--- src/design/pmid_pkg.sv ---
// Shared types, constants and helper functions of the pairwise distance engine.
`timescale 1ns / 1ps
`default_nettype none
package pmid_pkg;

   localparam int SLOT_WIDTH      = 6;
   localparam int DIST_WIDTH      = 25;
   localparam int BOX_WIDTH       = 24;
   localparam int CSR_DATA_WIDTH  = 24;
   localparam int CSR_INDEX_WIDTH = 2;
   localparam int ROOT_STEPS      = 26;
   localparam int SUM_WIDTH       = 52;
   localparam logic [DIST_WIDTH-1:0] DIST_MAX = 25'h1FFFFFF;

   localparam logic [CSR_INDEX_WIDTH-1:0] CSR_BOX_LENGTH  = 2'd0;
   localparam logic [CSR_INDEX_WIDTH-1:0] CSR_FRAME_SKIP  = 2'd1;
   localparam logic [CSR_INDEX_WIDTH-1:0] CSR_ATOM_STRIDE = 2'd2;

   typedef enum logic [3:0] {
      ST_IDLE,
      ST_READ,
      ST_DIFF,
      ST_DIV,
      ST_FIX,
      ST_SQ,
      ST_RINIT,
      ST_ROOT,
      ST_EMIT,
      ST_MARK
   } state_type;

   typedef struct packed {
      logic                  capture;
      logic                  wr_en;
      logic [SLOT_WIDTH-1:0] wr_addr;
      logic                  rd_en;
      logic [SLOT_WIDTH-1:0] rd_addr;
      logic                  load_diff;
      logic                  div_step;
      logic                  fix;
      logic                  sq_en;
      logic [1:0]            sq_sel;
      logic                  root_init;
      logic                  root_step;
      logic                  load_pair;
      logic                  load_mark;
      logic [SLOT_WIDTH-1:0] newer;
      logic [SLOT_WIDTH-1:0] older;
      logic                  ovf;
      logic                  last;
      logic [BOX_WIDTH-1:0]  box_length;
   } cmd_type;

   typedef struct packed {
      logic rsp_free;
   } status_type;

   // Width of the rounding numerator 2*|d| + L.
   function automatic int num_width(input int cw);
      return ((cw + 2 > 25) ? cw + 2 : 25) + 1;
   endfunction

endpackage
`default_nettype wire

--- src/design/pmid_ctrl.sv ---
// Controller: frame and stride bookkeeping, configuration and pair sequencing.
`timescale 1ns / 1ps
`default_nettype none
module pmid_ctrl #(
   parameter int MAX_ATOMS   = 64,
   parameter int COORD_WIDTH = 24
) (
   input  wire logic                                     clock,
   input  wire logic                                     reset,
   input  wire logic                                     req_tvalid,
   output logic                                          req_tready,
   input  wire logic                                     req_tlast,
   input  wire logic                                     csr_valid,
   input  wire logic [pmid_pkg::CSR_INDEX_WIDTH-1:0]     csr_index,
   input  wire logic [pmid_pkg::CSR_DATA_WIDTH-1:0]      csr_data,
   input  wire pmid_pkg::status_type                     status,
   output pmid_pkg::cmd_type                             cmd
);
   import pmid_pkg::*;

   localparam int CNTW = $clog2(MAX_ATOMS + 1);
   localparam int NW   = num_width(COORD_WIDTH);

   state_type            state_ff, state_in;
   logic [BOX_WIDTH-1:0] box_ff;
   logic [15:0]          skip_cfg_ff, stride_cfg_ff;
   logic [15:0]          skip_ff, skip_in, phase_ff, phase_in;
   logic [CNTW-1:0]      cnt_ff, cnt_in;
   logic                 ovf_ff, ovf_in, use_ff, use_in, mid_ff, mid_in;
   logic                 mark_ff, mark_in;
   logic [SLOT_WIDTH-1:0] j_ff, j_in, newer_ff, newer_in;
   logic [5:0]           step_ff, step_in;

   logic [16:0]          skip_next, phase_next;
   logic [15:0]          phase0;
   logic [CNTW-1:0]      cnt0;
   logic                 ovf0, take, full, we;
   logic [SLOT_WIDTH:0]  j_plus;

   always_ff @(posedge clock) begin
      if (reset) begin
         state_ff      <= ST_IDLE;
         box_ff        <= '0;
         skip_cfg_ff   <= 16'd1;
         stride_cfg_ff <= 16'd1;
         skip_ff       <= '0;
         phase_ff      <= '0;
         cnt_ff        <= '0;
         ovf_ff        <= 1'b0;
         use_ff        <= 1'b0;
         mid_ff        <= 1'b0;
         mark_ff       <= 1'b0;
         j_ff          <= '0;
         newer_ff      <= '0;
         step_ff       <= '0;
      end else begin
         state_ff <= state_in;
         skip_ff  <= skip_in;
         phase_ff <= phase_in;
         cnt_ff   <= cnt_in;
         ovf_ff   <= ovf_in;
         use_ff   <= use_in;
         mid_ff   <= mid_in;
         mark_ff  <= mark_in;
         j_ff     <= j_in;
         newer_ff <= newer_in;
         step_ff  <= step_in;
         if (csr_valid) begin
            case (csr_index)
               CSR_BOX_LENGTH:  box_ff        <= csr_data[BOX_WIDTH-1:0];
               CSR_FRAME_SKIP:  skip_cfg_ff   <= csr_data[15:0];
               CSR_ATOM_STRIDE: stride_cfg_ff <= csr_data[15:0];
               default: ;
            endcase
         end
      end
   end

   always_comb begin
      state_in  = state_ff;
      skip_in   = skip_ff;
      phase_in  = phase_ff;
      cnt_in    = cnt_ff;
      ovf_in    = ovf_ff;
      use_in    = use_ff;
      mid_in    = mid_ff;
      mark_in   = mark_ff;
      j_in      = j_ff;
      newer_in  = newer_ff;
      step_in   = step_ff;
      req_tready = 1'b0;
      cmd        = '0;
      cmd.box_length = box_ff;
      cmd.newer  = newer_ff;
      cmd.older  = j_ff;
      cmd.ovf    = ovf_ff;
      cmd.rd_addr = j_ff;

      skip_next  = {1'b0, skip_ff} + 17'd1;
      cnt0       = mid_ff ? cnt_ff : '0;
      phase0     = mid_ff ? phase_ff : '0;
      ovf0       = mid_ff ? ovf_ff : 1'b0;
      phase_next = {1'b0, phase0} + 17'd1;
      j_plus     = {1'b0, j_ff} + 7'd1;
      full       = cnt0 >= CNTW'(MAX_ATOMS);
      take       = 1'b0;
      we         = 1'b0;

      unique case (state_ff)
         ST_IDLE: begin
            req_tready = 1'b1;
            if (req_tvalid) begin
               cmd.capture = 1'b1;
               if (!mid_ff) begin
                  use_in  = skip_next >= {1'b0, skip_cfg_ff};
                  skip_in = use_in ? 16'd0 : skip_next[15:0];
               end
               phase_in = (phase_next >= {1'b0, stride_cfg_ff}) ? 16'd0 : phase_next[15:0];
               take     = use_in && (phase0 == 16'd0);
               we       = take && !full;
               cnt_in   = we ? cnt0 + CNTW'(1) : cnt0;
               ovf_in   = ovf0 | (take && full);
               mid_in   = !req_tlast;
               mark_in  = req_tlast && use_in;
               cmd.wr_en   = we;
               cmd.wr_addr = SLOT_WIDTH'(cnt0);
               newer_in = SLOT_WIDTH'(cnt0);
               j_in     = '0;
               if (we && cnt0 != '0) begin
                  state_in = ST_READ;
               end else if (mark_in) begin
                  state_in = ST_MARK;
               end
            end
         end
         ST_READ: begin
            cmd.rd_en = 1'b1;
            state_in  = ST_DIFF;
         end
         ST_DIFF: begin
            cmd.load_diff = 1'b1;
            step_in  = '0;
            state_in = (box_ff == '0) ? ST_FIX : ST_DIV;
         end
         ST_DIV: begin
            cmd.div_step = 1'b1;
            step_in = step_ff + 6'd1;
            if (step_ff == 6'(NW - 1)) begin
               state_in = ST_FIX;
            end
         end
         ST_FIX: begin
            cmd.fix  = 1'b1;
            step_in  = '0;
            state_in = ST_SQ;
         end
         ST_SQ: begin
            cmd.sq_en  = 1'b1;
            cmd.sq_sel = step_ff[1:0];
            step_in    = step_ff + 6'd1;
            if (step_ff == 6'd2) begin
               step_in  = '0;
               state_in = ST_RINIT;
            end
         end
         ST_RINIT: begin
            cmd.root_init = 1'b1;
            state_in = ST_ROOT;
         end
         ST_ROOT: begin
            cmd.root_step = 1'b1;
            step_in = step_ff + 6'd1;
            if (step_ff == 6'(ROOT_STEPS - 1)) begin
               state_in = ST_EMIT;
            end
         end
         ST_EMIT: begin
            if (status.rsp_free) begin
               cmd.load_pair = 1'b1;
               cmd.last = (j_plus == {1'b0, newer_ff}) && !mark_ff;
               j_in = j_plus[SLOT_WIDTH-1:0];
               if (j_plus < {1'b0, newer_ff}) begin
                  state_in = ST_READ;
               end else begin
                  state_in = mark_ff ? ST_MARK : ST_IDLE;
               end
            end
         end
         ST_MARK: begin
            if (status.rsp_free) begin
               cmd.load_mark = 1'b1;
               cmd.last = 1'b1;
               state_in = ST_IDLE;
            end
         end
         default: state_in = ST_IDLE;
      endcase
   end
endmodule
`default_nettype wire

--- config.mk ---
export PLATFORM = sky130hd
export DESIGN_NAME = pmid_ctrl
export DESIGN_NICKNAME = d
export VERILOG_FILES = /design/src/design/pmid_pkg.sv /design/src/design/pmid_ctrl.sv
export SDC_FILE = /design/constraint.sdc
export NUM_CORES = 1
export LEC_CHECK = 0
export BUFFER_PORTS_ARGS = -buffer_cell sky130_fd_sc_hd__buf_2
export CAP_MARGIN = 20
export CORE_ASPECT_RATIO = 0.9
export CORE_UTILIZATION = 29
export CTS_CLUSTER_DIAMETER = 50
export DETAILED_ROUTE_END_ITERATION = 7
export HOLD_SLACK_MARGIN = 0.03
export MAX_ROUTING_LAYER = met4
export PLACE_DENSITY = 0.46
export SLEW_MARGIN = 40
export SYNTH_ARGS = -nofsm -noshare
export SYNTH_HDL_FRONTEND = slang
export SYNTH_SLANG_ARGS = --single-unit
--- constraint.sdc ---
create_clock -name clock -period 4.3 [get_ports clock]
set_clock_uncertainty 0.05 [all_clocks]
set_input_delay 0.86 -clock clock [delete_from_list [all_inputs] [get_ports clock]]
set_output_delay 0.86 -clock clock [all_outputs]
set_load 0.05 [all_outputs]
==> impl_metrics.tcl <==
set metrics [dict create \
    status "completed" \
    synth_edf_count 0 \
    rsz0062_at_grt "true" \
    setup_violations 0 \
    num_rows 52 \
    coreArea_um2 22600 \
    worstPathMaxFanout 5 \
    design_area_um2 8180 \
    dr.pass1.iters 5 \
    end_kind "primary output" \
    path_cells "ha_4 > nand4_1 > or2_4 > nor2_1 > xor2_1 > ha_1 > a21oi_1 > nor2_1 > a2111oi_2 > o211ai_1 > and3_4 > buf_4" \
    postPlaceCellArea_um2 7400 \
    hold_path_class "reg -> reg" \
    multi_input_area_um2 3910 \
    ys_async_sr_fraction_pct 0 \
    max-cap-violations 0 \
    setup_slack_ps 27.6 \
    vdd_drop_max_uv 218 \
    drive_gt1_share_pct 18.3 \
    period_minus_slack_ps 4270 \
    synth_area_leaders "dfxtp_1 (36%), nand2_1 (9.5%), ha_1 (8.8%)" \
    cp_slowest_stage_delay_ps 400 \
    tightest_slew_ps 751 \
    ff2ff_setup_slack_ps 460 \
    finalHoldViolations 0 \
    clk_pin_slew_worst_paths_ps 60 \
    fin_nets 1032 \
    drc 0 \
    ys_seq_area_share_pct 36.2 \
    gp_congestion 0.810 \
    synth_fp_nets 947 \
    fp.dieW_um 162 \
    synth_top_area_share_pct 36.2 \
    register_area_um2 2430 \
    synthesis.area_um2 6690 \
    avgSynthCellArea_um2 7.71 \
    dp.cells 1220 \
    fin_cells 1263 \
    yosysWarnings 0 \
    cp_slowest_cell "a2111oi_2" \
    min_path_cells 2 \
    area_growth_pct 22.3 \
    slew_headroom_pct 49.8 \
    grt_util_all_layers_pct 16.7 \
    cp-start-kind "flop" \
    clk_latency_ps 430 \
    routedWlPerCell_um 14.6 \
    wirelength_um 18500 \
    slew_violations 0 \
    final_cell_mix "nand2_1 (170), dfxtp_1 (117), a21oi_1 (101)" \
    ys_types 67 \
    cts_tree "done" \
    r2r_cells 16 \
    antenna_found_initial 0 \
    fmax_mhz 234 \
    cp.arrival_ps 3360 \
    reg2reg_from "phase_ff[0]" \
    die_y_um 146 \
    crit_type "reg -> out" \
    powerDensity_nw_per_um2 459 \
    clock-root-buffer "clkbuf_16" \
    gr-total-overflow 0 \
    cts_buffer_depth 2 \
    netlist_instances 868 \
    initial_core_util_pct 29.6 \
    crit_required_ps 3390 \
    dp_hpwl_um 13100 \
    ios 96 \
    grt_pass1_wl_um 30500 \
    yosys.area.top_type "dfxtp_1" \
    whs_endpoint "stride_cfg_ff[6]" \
    synth_seq_cells 121 \
    place_ws_ps 189 \
    num_vias 6195 \
    path_common_cell "nor2_1" \
    clock_sinks 121 \
    grt_max_degree 56 \
    min-delay-start "stride_cfg_ff[6]" \
    grt_pass1_vias 5862 \
    drtIter0Drc 470 \
    mostFrequentLayoutCell "nand2_1" \
    p_leak_nw 3.35 \
    die-area_um2 23700 \
    avgViaCountPerCell 4.90 \
    ctsHoldBuffers 0 \
    synthFlopType "dfxtp_1" \
    nFillCells 2396 \
    placement.io_buffers 95 \
    n_antenna_cell 0 \
    htreeDepth 4 \
    r2r-end "phase_ff[10]" \
    antenna_left 0 \
    cts_buffers 17 \
    fin_crit_sh_pct 99.4 \
]
final cells by class:
class	count	area share, %
Multi-Input combinational cell	643	47.8
Clock inverter	15	2.43
Sequential cell	121	29.7
Inverter	52	2.39
Tap cell	297	4.54
Clock buffer	17	5.20
Timing Repair Buffer	118	7.98
layer usage:
metal | track usage (%) | vias up | wire, um
met1 | 22.8 | 2885 | 9430
li1 | - | 3166 | -
met2 | 24.9 | 129 | 8160
met3 | 3.44 | 15 | 715
met4 | 4.25 | 0 | 148
met5 | - | - | 0
flip-flops by register name, summed over array words and instances, names as in the netlist, 6 cells and up:
name	cells
j_ff	6
stride_cfg_ff	16
skip_cfg_ff	16
skip_ff	16
box_ff	24
step_ff	6
phase_ff	16
cnt_ff	7
newer_ff	6
worst max-delay path: cells and delay by family (launching register included):
kind	cells	cell delay [ps]
xor gates and xnor gates	1	230
buffers and inverters	1	190
DFF	1	380
and+or+nand+nor	5	910
adders and majority gates	2	460
AOI/OAI and AO/OA	3	760
cell usage after synthesis, types with 8 or more instances:
library cell / instances
nand2_1: 170
dfxtp_1: 121
a21oi_1: 101
nor2_1: 66
inv_1: 51
ha_1: 47
clkbuf_1: 38
nand3_1: 27
nor3_1: 24
o21ai_0: 21
xnor2_1: 20
xor2_1: 18
nand4_1: 16
and3_1: 11
nand2b_1: 11
nor4_1: 11
a32o_1: 9
nand3b_1: 9
a21o_1: 8
how the worst max path moves through the flow:
| stage | cells after the start | slack, ps | start | endpoint |
|---|---|---|---|---|
| 2_1_floorplan | 20 | 210 | mid_ff | phase_ff[13] |
| 3_3_place_gp | 12 | 240 | skip_ff[0] | cmd[61] |
| 3_5_place_dp | 12 | 190 | skip_ff[0] | cmd[61] |
| 4_1_cts | 12 | 4 | skip_ff[3] | cmd[61] |
| 5_1_grt | 12 | -140 | skip_ff[0] | cmd[61] |
| 6_report | 12 | 30 | skip_ff[0] | cmd[61] |
power breakdown:
part	internal, mW	switching, mW
clock network	0.935	0.597
logic	0.313	0.644
registers	1.18	0.0837
total	2.43	1.32
per-stage QoR:
stage	hold slack [ps]	utilization [%]	setup TNS, ps	power [mW]
after detailed placement	397	32.8	0	2.22
after CTS	406	35.9	0	3.79
after floorplan	386	-	0	1.94
after global routing	419	36.2	-143	3.96
after global placement	394	32.8	0	2.23
final	403	36.2	0	3.75
what timing repair did:
| action | in CTS | in global routing |
|---|---|---|
| endpoints found under the setup margin | 1 | 9 |
| hold endpoints to repair | 0 | 0 |
| gates resized for setup | 7 | 12 |
| pin swaps | 2 | 4 |
| buffers inserted | 8 | 3 |
kinds of logic after synthesis:
group	synth area share (%)
and+or+nand+nor	26.4
AOI/OAI and AO/OA	16.5
DFF	36.2
buffers and inverters	6.42
adders and majority gates	8.79
xor gates and xnor gates	4.98
muxes	0.655
No activity file was read; power rests on OpenSTA's default activity.
